==> config.mk <==
export PLATFORM = sky130hd
export DESIGN_NAME = vtpya_skid_flat
export DESIGN_NICKNAME = d
export VERILOG_FILES = /design/src/hdl/vtpya_pkg.sv /design/src/hdl/vtpya_ifs.sv /design/src/hdl/vtpya_skid.sv /design/src/flat_wrapper.sv
export SDC_FILE = /design/constraint.sdc
export NUM_CORES = 1
export LEC_CHECK = 0
export ABC_AREA = 0
export BUFFER_PORTS_ARGS = -buffer_cell sky130_fd_sc_hd__buf_2
export CORE_MARGIN = 2
export CORE_UTILIZATION = 55
export DETAILED_ROUTE_END_ITERATION = 8
export PLACE_DENSITY = 0.83
export SLEW_MARGIN = 5
export SYNTH_ARGS = -nofsm -noshare
export SYNTH_HDL_FRONTEND = slang
export SYNTH_SLANG_ARGS = --single-unit
==> constraint.sdc <==
create_clock -name clock -period 6.1 [get_ports clock]
set_input_delay 0.61 -clock clock [delete_from_list [all_inputs] [get_ports clock]]
set_output_delay 0.61 -clock clock [all_outputs]
set_load 0.005 [all_outputs]
==> src/hdl/vtpya_pkg.sv <==
`timescale 1ns / 1ps
// ----------------------------------------------------------------------------
// vtpya_pkg: shared types and constants for the vector to pitch/yaw block
// Holds the default parameter values, the binary angle type, the result
// payload struct and the CORDIC arctangent table.
// ----------------------------------------------------------------------------
package vtpya_pkg;

   localparam int COORD_WIDTH_DEF  = 32;
   localparam int CORDIC_STEPS_DEF = 16;

   // Widest coordinate that enters the squaring path; wider inputs are scaled.
   localparam int MAX_PITCH_WIDTH = 32;

   localparam int ANGLE_WIDTH    = 16;
   localparam int ACC_WIDTH      = 34;
   localparam int ANGLE_SHIFT    = 16;
   localparam int ATAN_TABLE_LEN = 24;

   // Accumulator unit is 2^-32 of a full turn, so a quarter turn is 2^30.
   localparam logic signed [ACC_WIDTH-1:0] QUARTER_TURN = 34'sd1073741824;
   localparam logic signed [ACC_WIDTH-1:0] BAM_ROUND    = 34'sd65535;

   // round(atan(2^-i) * 2^31 / pi)
   localparam logic signed [ACC_WIDTH-1:0] ATAN_TABLE [ATAN_TABLE_LEN] = '{
      34'sd536870912, 34'sd316933406, 34'sd167458907, 34'sd85004756,
      34'sd42667331,  34'sd21354465,  34'sd10680862,  34'sd5340245,
      34'sd2670163,   34'sd1335087,   34'sd667544,    34'sd333772,
      34'sd166886,    34'sd83443,     34'sd41722,     34'sd20861,
      34'sd10430,     34'sd5215,      34'sd2608,      34'sd1304,
      34'sd652,       34'sd326,       34'sd163,       34'sd81
   };

   typedef logic signed [ANGLE_WIDTH-1:0] angle_type;

   typedef struct packed {
      angle_type pitch;
      angle_type yaw;
   } rsp_payload_type;

endpackage

==> src/hdl/vtpya_ifs.sv <==


interface vtpya_rsp_if;
   import vtpya_pkg::*;

   logic      valid;
   logic      ready;
   angle_type pitch;
   angle_type yaw;

   modport source (output valid, output pitch, output yaw, input ready);
   modport sink   (input valid, input pitch, input yaw, output ready);
endinterface

==> src/hdl/vtpya_skid.sv <==
`timescale 1ns / 1ps
// ----------------------------------------------------------------------------
// vtpya_skid: output register with one skid entry
// Takes the pipeline's last stage, holds results for the response channel
// and freezes the pipeline only when both entries are full.
// ----------------------------------------------------------------------------
module vtpya_skid (
   input  logic                       clock,
   input  logic                       reset,
   input  logic                       in_valid,
   input  vtpya_pkg::rsp_payload_type in_payload,
   output logic                       pipe_en,
   vtpya_rsp_if.source                rsp_chan
);
   import vtpya_pkg::*;

   logic            out_valid_ff;
   logic            out_valid_in;
   rsp_payload_type out_data_ff;
   rsp_payload_type out_data_in;
   logic            skid_valid_ff;
   logic            skid_valid_in;
   rsp_payload_type skid_data_ff;
   rsp_payload_type skid_data_in;
   logic            push;
   logic            pop;

   assign pipe_en = !skid_valid_ff;
   assign push    = pipe_en && in_valid;
   assign pop     = out_valid_ff && rsp_chan.ready;

   always_comb begin
      out_valid_in  = out_valid_ff;
      out_data_in   = out_data_ff;
      skid_valid_in = skid_valid_ff;
      skid_data_in  = skid_data_ff;
      if (skid_valid_ff) begin
         if (pop) begin
            out_data_in   = skid_data_ff;
            skid_valid_in = 1'b0;
         end
      end else if (push) begin
         if (!out_valid_ff || pop) begin
            out_valid_in = 1'b1;
            out_data_in  = in_payload;
         end else begin
            skid_valid_in = 1'b1;
            skid_data_in  = in_payload;
         end
      end else if (pop) begin
         out_valid_in = 1'b0;
      end
   end

   always_ff @(posedge clock) begin
      if (reset) begin
         out_valid_ff  <= 1'b0;
         skid_valid_ff <= 1'b0;
      end else begin
         out_valid_ff  <= out_valid_in;
         skid_valid_ff <= skid_valid_in;
      end
   end

   always_ff @(posedge clock) begin
      out_data_ff  <= out_data_in;
      skid_data_ff <= skid_data_in;
   end

   assign rsp_chan.valid = out_valid_ff;
   assign rsp_chan.pitch = out_data_ff.pitch;
   assign rsp_chan.yaw   = out_data_ff.yaw;

endmodule
==> src/flat_wrapper.sv <==
// flat-port wrapper written by rule: the top's interface ports become plain ports
module vtpya_skid_flat import vtpya_pkg::*;
  (clock, reset, in_valid, in_payload, pipe_en, rsp_chan_valid, rsp_chan_pitch, rsp_chan_yaw, rsp_chan_ready);
  vtpya_rsp_if rsp_chan_i ();
  input  logic clock;
  input  logic reset;
  input  logic in_valid;
  input  vtpya_pkg::rsp_payload_type in_payload;
  output logic pipe_en;
  output wire logic [$bits(rsp_chan_i.valid)-1:0] rsp_chan_valid;
  output wire logic [$bits(rsp_chan_i.pitch)-1:0] rsp_chan_pitch;
  output wire logic [$bits(rsp_chan_i.yaw)-1:0] rsp_chan_yaw;
  input wire logic [$bits(rsp_chan_i.ready)-1:0] rsp_chan_ready;
  assign rsp_chan_valid = rsp_chan_i.valid;
  assign rsp_chan_pitch = rsp_chan_i.pitch;
  assign rsp_chan_yaw = rsp_chan_i.yaw;
  assign rsp_chan_i.ready = rsp_chan_ready;
  vtpya_skid u_core (.clock(clock), .reset(reset), .in_valid(in_valid), .in_payload(in_payload), .pipe_en(pipe_en), .rsp_chan(rsp_chan_i));
endmodule
**Yosys cells after proc, flatten, opt, wreduce, memory -nomap -nowiden**

Cells that the tools add are included.

- Input port bits: 36
- Flip-flop bits (word level): 66
- Output and inout port bits: 34

- Reduce and logical (&&, ||, !) cells: 11
- Multiplexer cells: 11
- Bitwise gates (word level): 2
- Equality and inequality tests: 2

Operator list:

| cell | count |
|---|---|
| 32-bit 2-to-1 mux | 4 |
| 3-bit AND reduction | 3 |
| 1-bit 2-to-1 mux | 7 |
| 2-bit nonzero test | 3 |
| 2-bit inequality test, second input constant | 2 |
| 1-bit logical AND | 2 |
| 1-bit zero test | 2 |
| 1-bit inverter | 2 |
| 1-bit logical OR | 1 |

**Logic depth before layout (Yosys ltp)**

Gate-level depths: netlist of the first run.

- Depth after elaboration: 5
- Mapped depth: 4

**Least setup slack after synthesis of the first run**

Ideal clock, no wire load.

- Path type: register to register
- From: reg u_core.skid_valid_ff
- To: reg u_core.out_data_ff, in the netlist u_core.rsp_chan.pitch[0], enable pin
- Cell stages (with the launch flop): 5
- Data required time: 5.668 ns
- Arrival time: 2.284 ns
- Slack: 3.384 ns
- Period minus slack after synthesis: 2.716 ns
- Library setup time: 0.432 ns
- Buffers on the path: 2
- Cells stage by stage: dfxtp_1 buf_6 buf_12 mux2i_1 a21oi_1

- Longest elaborated chain between the ends: 4
- Elaborated cells on any way between the ends: 6

Ends and longest elaborated chain:

| item | RTL line | source |
|---|---|---|
| from (decl) | vtpya_skid.sv:21 | `logic skid_valid_ff;` |
| from (signal assigned) | vtpya_skid.sv:61 | `skid_valid_ff <= skid_valid_in;` |
| 1-bit zero test | vtpya_skid.sv:28 | `assign pipe_en = !skid_valid_ff;` |
| 1-bit logical AND | vtpya_skid.sv:29 | `assign push = pipe_en && in_valid;` |
| 2-bit nonzero test (no line) | - |  |
| 3-bit AND reduction (no line) * | - |  |
| to (signal assigned) | vtpya_skid.sv:66 | `out_data_ff <= out_data_in;` |
| to (decl) | vtpya_skid.sv:19 | `rsp_payload_type out_data_ff;` |

Mark *: on every way between the ends. The rest lies on a longest branch, timed or not.
A chain may end at the register's enable or synchronous reset.

**Worst setup path after layout of the first run**

Ends and elaborated chain as after synthesis.

==> results.md, run 1 <==
- Outcome: finished clean
- Mux cell area share after synthesis: 18.2%
- Clk sinks: 66
- Leak: 0.00121 uW
- Total Wirelength: 4.25 mm
- Crit path capture type: register
- Area after DPL: 0.00293 sq mm
- CTS clk-pin slew, worst paths: 70 ps
- Synth Area in Adders: 0%
- Mapped Cells: 113
- RR Startpoint: u_core.skid_valid_ff$_SDFF_PP0_
- Pwr dens: 300 mW/mm^2
- Compound-Gate Fraction of Synth Area: 1.31%
- Crit path capture: u_core.rsp_chan.pitch[0]$_DFFE_PP_
- H-Tree Depth: 3
- Via-to-Cell Ratio: 5.16
- Tmin final: 2570 ps
- Crit path from: u_core.skid_valid_ff$_SDFF_PP0_
- First-pass GRT wire length: 6.62 mm
- Worst setup SP type: register
- Worst-skew pair later-pin latency: 340 ps
- Nets: 226
- YS warnings: 0
- Fin worst setup slack: 3530 ps
- TritonRoute pass-1 iters: 5
- Width of the die: 72.4 microns
- Worst EP required: 6050 ps
- Area Growth Syn to Fin: 19.9%
- Main combinational cell family by area after synthesis: multiplexers
- Sequential area share after synthesis: 76.3%
- CTS root buffer: clkbuf_8
- Post-CTS Hold Buffers: 0
- Max Slew Vio Count: 0
- Final setup fails: 0
- WHS Path Cells: 2
- Cell area after synthesis: 0.00257 sq mm
- Simple-gate portion of the synthesized area: 0.925%
- Post-DP HPWL: 2.93 mm
- I/O pin total: 70
- Diodes inserted: 0
- Distinct cell type count after synthesis: 14
- Cells on worst reg2reg path: 2
- Tot GR Track Use: 18.0%
- Max-cap check violation count: 0
- FILL cells: 298
- Avg Cell Area, Syn: 22.7 sq um
- Net count after synthesis: 149
- Flop-to-flop setup slack: 3530 ps
- Post-Synth XOR/XNOR Area: 0%
- Critical-path maximum fanout: 37
- Post-route ant nets: 0
- DRC Markers: 0
- FP Rows: 24
- Worst Max-Slew Pin Slew: 1100 ps
- Core area: 0.00441 sq mm
- Die Height: 72.4 microns
- Initial core utilization: 58.2%
- Post-CTS resize count: 0
- Kind of critical path: reg -> reg
- Total congestion overflow: 0
- Initial antenna violation count: 0
- Worst R2R End: u_core.rsp_chan.pitch[0]$_DFFE_PP_
- Share of cells above drive strength 1: 60.0%
- Synth Register Bits: 66
- Port Buffers: 69
- Fin crit share: 42.1%
- IR drop worst, VDD: 0.143 mV
- Final Hold Vio Count: 0
- Final Wtd Congestion: 0.693
- CTS tree: yes
- Cts bufs inserted: 9
- Min-delay worst type: in -> reg
- Worst Clk Skew: 4.91 ps
- Most common cell after layout, fill and taps aside: buf_2
- Critical Path AT: 2530 ps
- Fmax: 0.389 GHz
- Most frequent cells in the layout: buf_2, edfxtp_1, mux2_4
- WL per Instance: 17.2 microns
- DR iter-0 viols: 166
- Post-CTS Setup Bufs: 0
- Vias in the first global route: 1338
- Max-slew headroom: 26.8%
- Max Root-Sink Buffers: 2
- Via count: 1274
- Setup TNS Final: 0 ps
- Pre-CTS setup slack: 3520 ps
- Largest net degree at the start of global routing: 38
- Die area: 0.00524 sq mm
- RSZ-0062 raised after global routing: false
- Post-layout instance area: 0.00308 sq mm
synth_stat cells, drive strengths merged:
cell type  number  area share (%)
and2b           1            0.34
dfxtp           2             1.6
mux2           32              18
mux2i           1            0.39
a21oi           2            0.39
nand2b          1            0.24
edfxtp         64              75
a211oi          1            0.29
o32ai           1            0.63
inv             3            0.44
and4            1            0.34
buf             4             2.8
worst min-delay path by stage:
| stage | slack (ps) | from | end |
|---|---|---|---|
| final | 460 | reset | u_core.skid_valid_ff$_SDFF_PP0_ |
| after global routing | 440 | in_payload[3] | u_core.skid_data_ff[3]$_DFFE_PP_ |
| after CTS | 450 | in_payload[27] | u_core.skid_data_ff[27]$_DFFE_PP_ |
| after detailed placement | 530 | u_core.skid_data_ff[25]$_DFFE_PP_ | u_core.rsp_chan.pitch[9]$_DFFE_PP_ |
| after global placement | 530 | u_core.skid_data_ff[11]$_DFFE_PP_ | u_core.rsp_chan.yaw[11]$_DFFE_PP_ |
| after floorplan | 520 | u_core.skid_data_ff[26]$_DFFE_PP_ | u_core.rsp_chan.pitch[10]$_DFFE_PP_ |
routing by layer:
layer  track usage (%)  wire length (microns)  vias up
met3              8.19                    339        9
li1                  -                      -      599
met4              7.55                     66        0
met5                 0                      0        -
met2              28.2                   2090       61
met1              21.6                   1760      605
cell type report:
cell class | count | area, sq um | area share, %
Inverter | 3 | 11.3 | 0.365
Sequential cell | 66 | 1960 | 63.7
Clock buffer | 11 | 131 | 4.26
Clock inverter | 5 | 21.3 | 0.690
Multi-Input combinational cell | 40 | 537 | 17.4
Timing Repair Buffer | 70 | 353 | 11.4
Tap cell | 52 | 65.1 | 2.11
report_power, final:
group          switching (uW)  leakage [uW]  internal [uW]
Clock                     155     0.0000796            142
Combinational            34.1      0.000513           48.3
Sequential               14.2      0.000616            531
registers in the layout, indices dropped and copies added, names as in the netlist:
register               cells
u_core.rsp_chan.pitch     16
u_core.rsp_chan.valid      1
u_core.rsp_chan.yaw       16
u_core.skid_data_ff       32
u_core.skid_valid_ff       1
cells by family (layout without fill, tap and decap cells):
family | Yosys count | count (layout)
buffers and inverters | 7 | 89
AO/OA/AOI/OAI | 4 | 4
AND/OR/NAND/NOR | 3 | 3
flip-flops | 66 | 66
multiplexers | 33 | 33
critical path, stage by stage (launching register included):
cell	delay (ps)
dfxtp_2	1050
mux2i_1	270
a21oi_4	820
through the flow:
| stage | utilization [%] | power, uW | instances | hold slack [ps] |
|---|---|---|---|---|
| after CTS | 69.8 | 932 | 247 | 446 |
| after detailed placement | 66.4 | 639 | 231 | 531 |
| final | 69.8 | 924 | 247 | 463 |
| after floorplan | - | 601 | 113 | 523 |
| after global placement | 66.4 | 633 | 231 | 531 |
| after global routing | 69.8 | 959 | 247 | 445 |
(Power assumes the default switching activity.)
==> run 2: changes to the inputs <==
Settings changed: ABC_AREA 0 to 1, CORE_UTILIZATION 55 to 46, PLACE_DENSITY 0.83 to 0.74.
Clock period 6.1 ns to 2.1 ns, I/O delays scaled along.
==> run 2 against run 1 <==
Effect of this change: first-iteration DRC count shrank 49%; area after synthesis shrank 0.78%; non-clock buffer count grew 5.
==> results.md, run 2 <==
- Post-CTS resize count: 0
- Crit path capture type: register
- IR drop worst, VDD: 0.622 mV
- WL per Instance: 12.3 microns
- Setup TNS Final: 0 ps
- Share of cells above drive strength 1: 40.1%
- Final setup fails: 0
- FILL cells: 462
- Area Growth Syn to Fin: 22.0%
- WHS Path Cells: 2
- Post-route ant nets: 0
- First-pass GRT wire length: 7.00 mm
- Post-CTS Hold Buffers: 0
- Fmax: 0.664 GHz
- Post-CTS Setup Bufs: 0
- Clk sinks: 66
- Pwr dens: 838 mW/mm^2
- Post-DP HPWL: 2.85 mm
- Largest net degree at the start of global routing: 35
- Mapped Cells: 188
- Wire length on met2: 1.99 mm
- M1 WL: 1.93 mm
- CTS clk-pin slew, worst paths: 60 ps
- Most common cell after layout, fill and taps aside: nand2_1
- RSZ-0062 raised after global routing: false
- Fin crit share: 71.7%
- Tot GR Track Use: 15.4%
- Via count: 1501
- Final Wtd Congestion: 0.685
- Most frequent cells in the layout: nand2_1, buf_2, edfxtp_1
- Initial core utilization: 46.9%
- Worst-skew pair later-pin latency: 320 ps
- FP Rows: 27
- CTS tree: yes
- Top cells by area, synth: edfxtp_1, nand2_1, nand2_2
- Final Hold Vio Count: 0
- Pwr Total: 2610 uW
- Cells on worst reg2reg path: 4
- Die Height: 78.5 microns
- Fin worst setup slack: 594 ps
- RR Startpoint: u_core.skid_valid_ff$_SDFF_PP0_
- Asr flop ratio synth: 0%
- Hold path start: reset
- Width of the die: 78.5 microns
- Sequential area share after synthesis: 76.9%
- Worst Clk Skew: 6.11 ps
- Max-slew headroom: 78.4%
- Tmin final: 1510 ps
- Cell area after synthesis: 0.00255 sq mm
- Kind of critical path: reg -> reg
- Pre-CTS setup slack: 605 ps
- Initial antenna violation count: 0
- Post-synth top area cell: edfxtp_1
- DRC Markers: 0
- Worst Max-Slew Pin Slew: 323 ps
- Most common cell in the netlist: nand2_1
- CTS root buffer: clkbuf_8
- Commonest cells in the netlist: nand2_1, edfxtp_1, nand2_2
- Worst EP required: 2100 ps
- Via-to-Cell Ratio: 4.36
- Max Root-Sink Buffers: 2
- TritonRoute pass-1 iters: 4
- Flop-to-flop setup slack: 590 ps
- Min-delay worst type: in -> reg
- Total congestion overflow: 0
- Die area: 0.00616 sq mm
- Avg Cell Area, Syn: 13.6 sq um
- Yosys top cell area share: 75.4%
- Post-synth EDFFs: 64
- Vias in the first global route: 1486
- Largest register FFs: 32
- Worst setup SP type: register
- Worst hold path endpoint: u_core.skid_valid_ff$_SDFF_PP0_
- H-Tree Depth: 3
- Uppermost layer routed: met4
- Distinct cell type count after synthesis: 14
- Critical Path AT: 1510 ps
- Nets: 303
- Critical-path maximum fanout: 34
- Ys flop type: edfxtp_1
- Max Slew Vio Count: 0
- Synth Register Bits: 66
- Outcome: finished clean
- Cts bufs inserted: 9
- YS warnings: 0
- Max-cap check violation count: 0
- Total Wirelength: 4.24 mm
- Port Buffers: 69
- Worst R2R End: u_core.rsp_chan.yaw[7]$_DFFE_PP_
- Net count after synthesis: 224
- Met3 routed WL: 255 microns
- Core area: 0.00544 sq mm
- Largest reg by FF count: u_core.skid_data_ff
- Leak: 0.00133 uW
- Diodes inserted: 0
- I/O pin total: 70
- DR iter-0 viols: 85
run 2: cell count changes after synthesis, sizes merged:
cell | before | now
nor2 | 0 | 2
mux2 | 32 | 0
nand2 | 0 | 103
o32ai | 1 | 0
mux2i | 1 | 0
inv | 3 | 7
nand3 | 0 | 1
and2b | 1 | 0
nand2b | 1 | 0
a211oi | 1 | 0
buf | 4 | 7
and4 | 1 | 0
run 2: worst max path at each step:
stage               depth (start not counted)  slack, ps                               start                            endpoint
floorplan                                   4        180     u_core.skid_valid_ff$_SDFF_PP0_  u_core.rsp_chan.pitch[0]$_DFFE_PP_
global placement                            4        630     u_core.skid_valid_ff$_SDFF_PP0_   u_core.rsp_chan.yaw[10]$_DFFE_PP_
detailed placement                          4        610     u_core.skid_valid_ff$_SDFF_PP0_   u_core.rsp_chan.yaw[11]$_DFFE_PP_
CTS                                         4        600     u_core.skid_valid_ff$_SDFF_PP0_  u_core.rsp_chan.pitch[6]$_DFFE_PP_
global route                                5        450  u_core.rsp_chan.valid$_SDFFE_PP0P_   u_core.skid_data_ff[25]$_DFFE_PP_
finish                                      4        590     u_core.skid_valid_ff$_SDFF_PP0_    u_core.rsp_chan.yaw[7]$_DFFE_PP_
run 2: report_power, final:
part / leakage, uW / switching (uW) / total (uW) / internal, uW
clock: 0.0000731 / 422 / 839 / 418
sequential: 0.000617 / 19.2 / 1550 / 1530
combinational: 0.000638 / 125 / 218 / 92.7
total: 0.00133 / 566 / 2610 / 2040
run 2: per-stage QoR:
stage               area, sq um  std cells  hold slack (ps)  util (%)
floorplan                  2550        188              272         -
global placement           2960        328              400      54.4
detailed placement         2960        328              394      54.4
CTS                        3110        344             49.6      57.2
global route               3110        344             58.5      57.2
finish                     3110        344             64.8      57.2
run 2: metal layers:
layer  GRT usage, %  vias to the layer above
li1               -                      781
met1           20.9                      662
met2           23.4                       54
met3           4.25                        4
met4           6.84                        0
met5              0                        -
run 2: final cells by class:
cell class	count	area [sq um]	area share, %
Clock buffer	12	135	4.34
Clock inverter	4	18.8	0.603
Inverter	7	33.8	1.09
Multi-Input combinational cell	108	482	15.5
Sequential cell	66	1960	63.0
Tap cell	72	90.1	2.90
Timing Repair Buffer	75	390	12.5
run 2: logic make-up (layout without fill, tap and decap cells):
kind of cell,Yosys count,in the layout,synth area share (%)
DFF,66,66,76.9
buffers and inverters,14,98,4.61
AOI/OAI and AO/OA,2,2,0.540
and+or+nand+nor,106,106,17.9
run 2: critical path, stage by stage, from the launching register on:
cell and delay [ps]:
dfxtp_1 400, inv_8 230, nand2_2 110, a21oi_4 140, buf_4 290
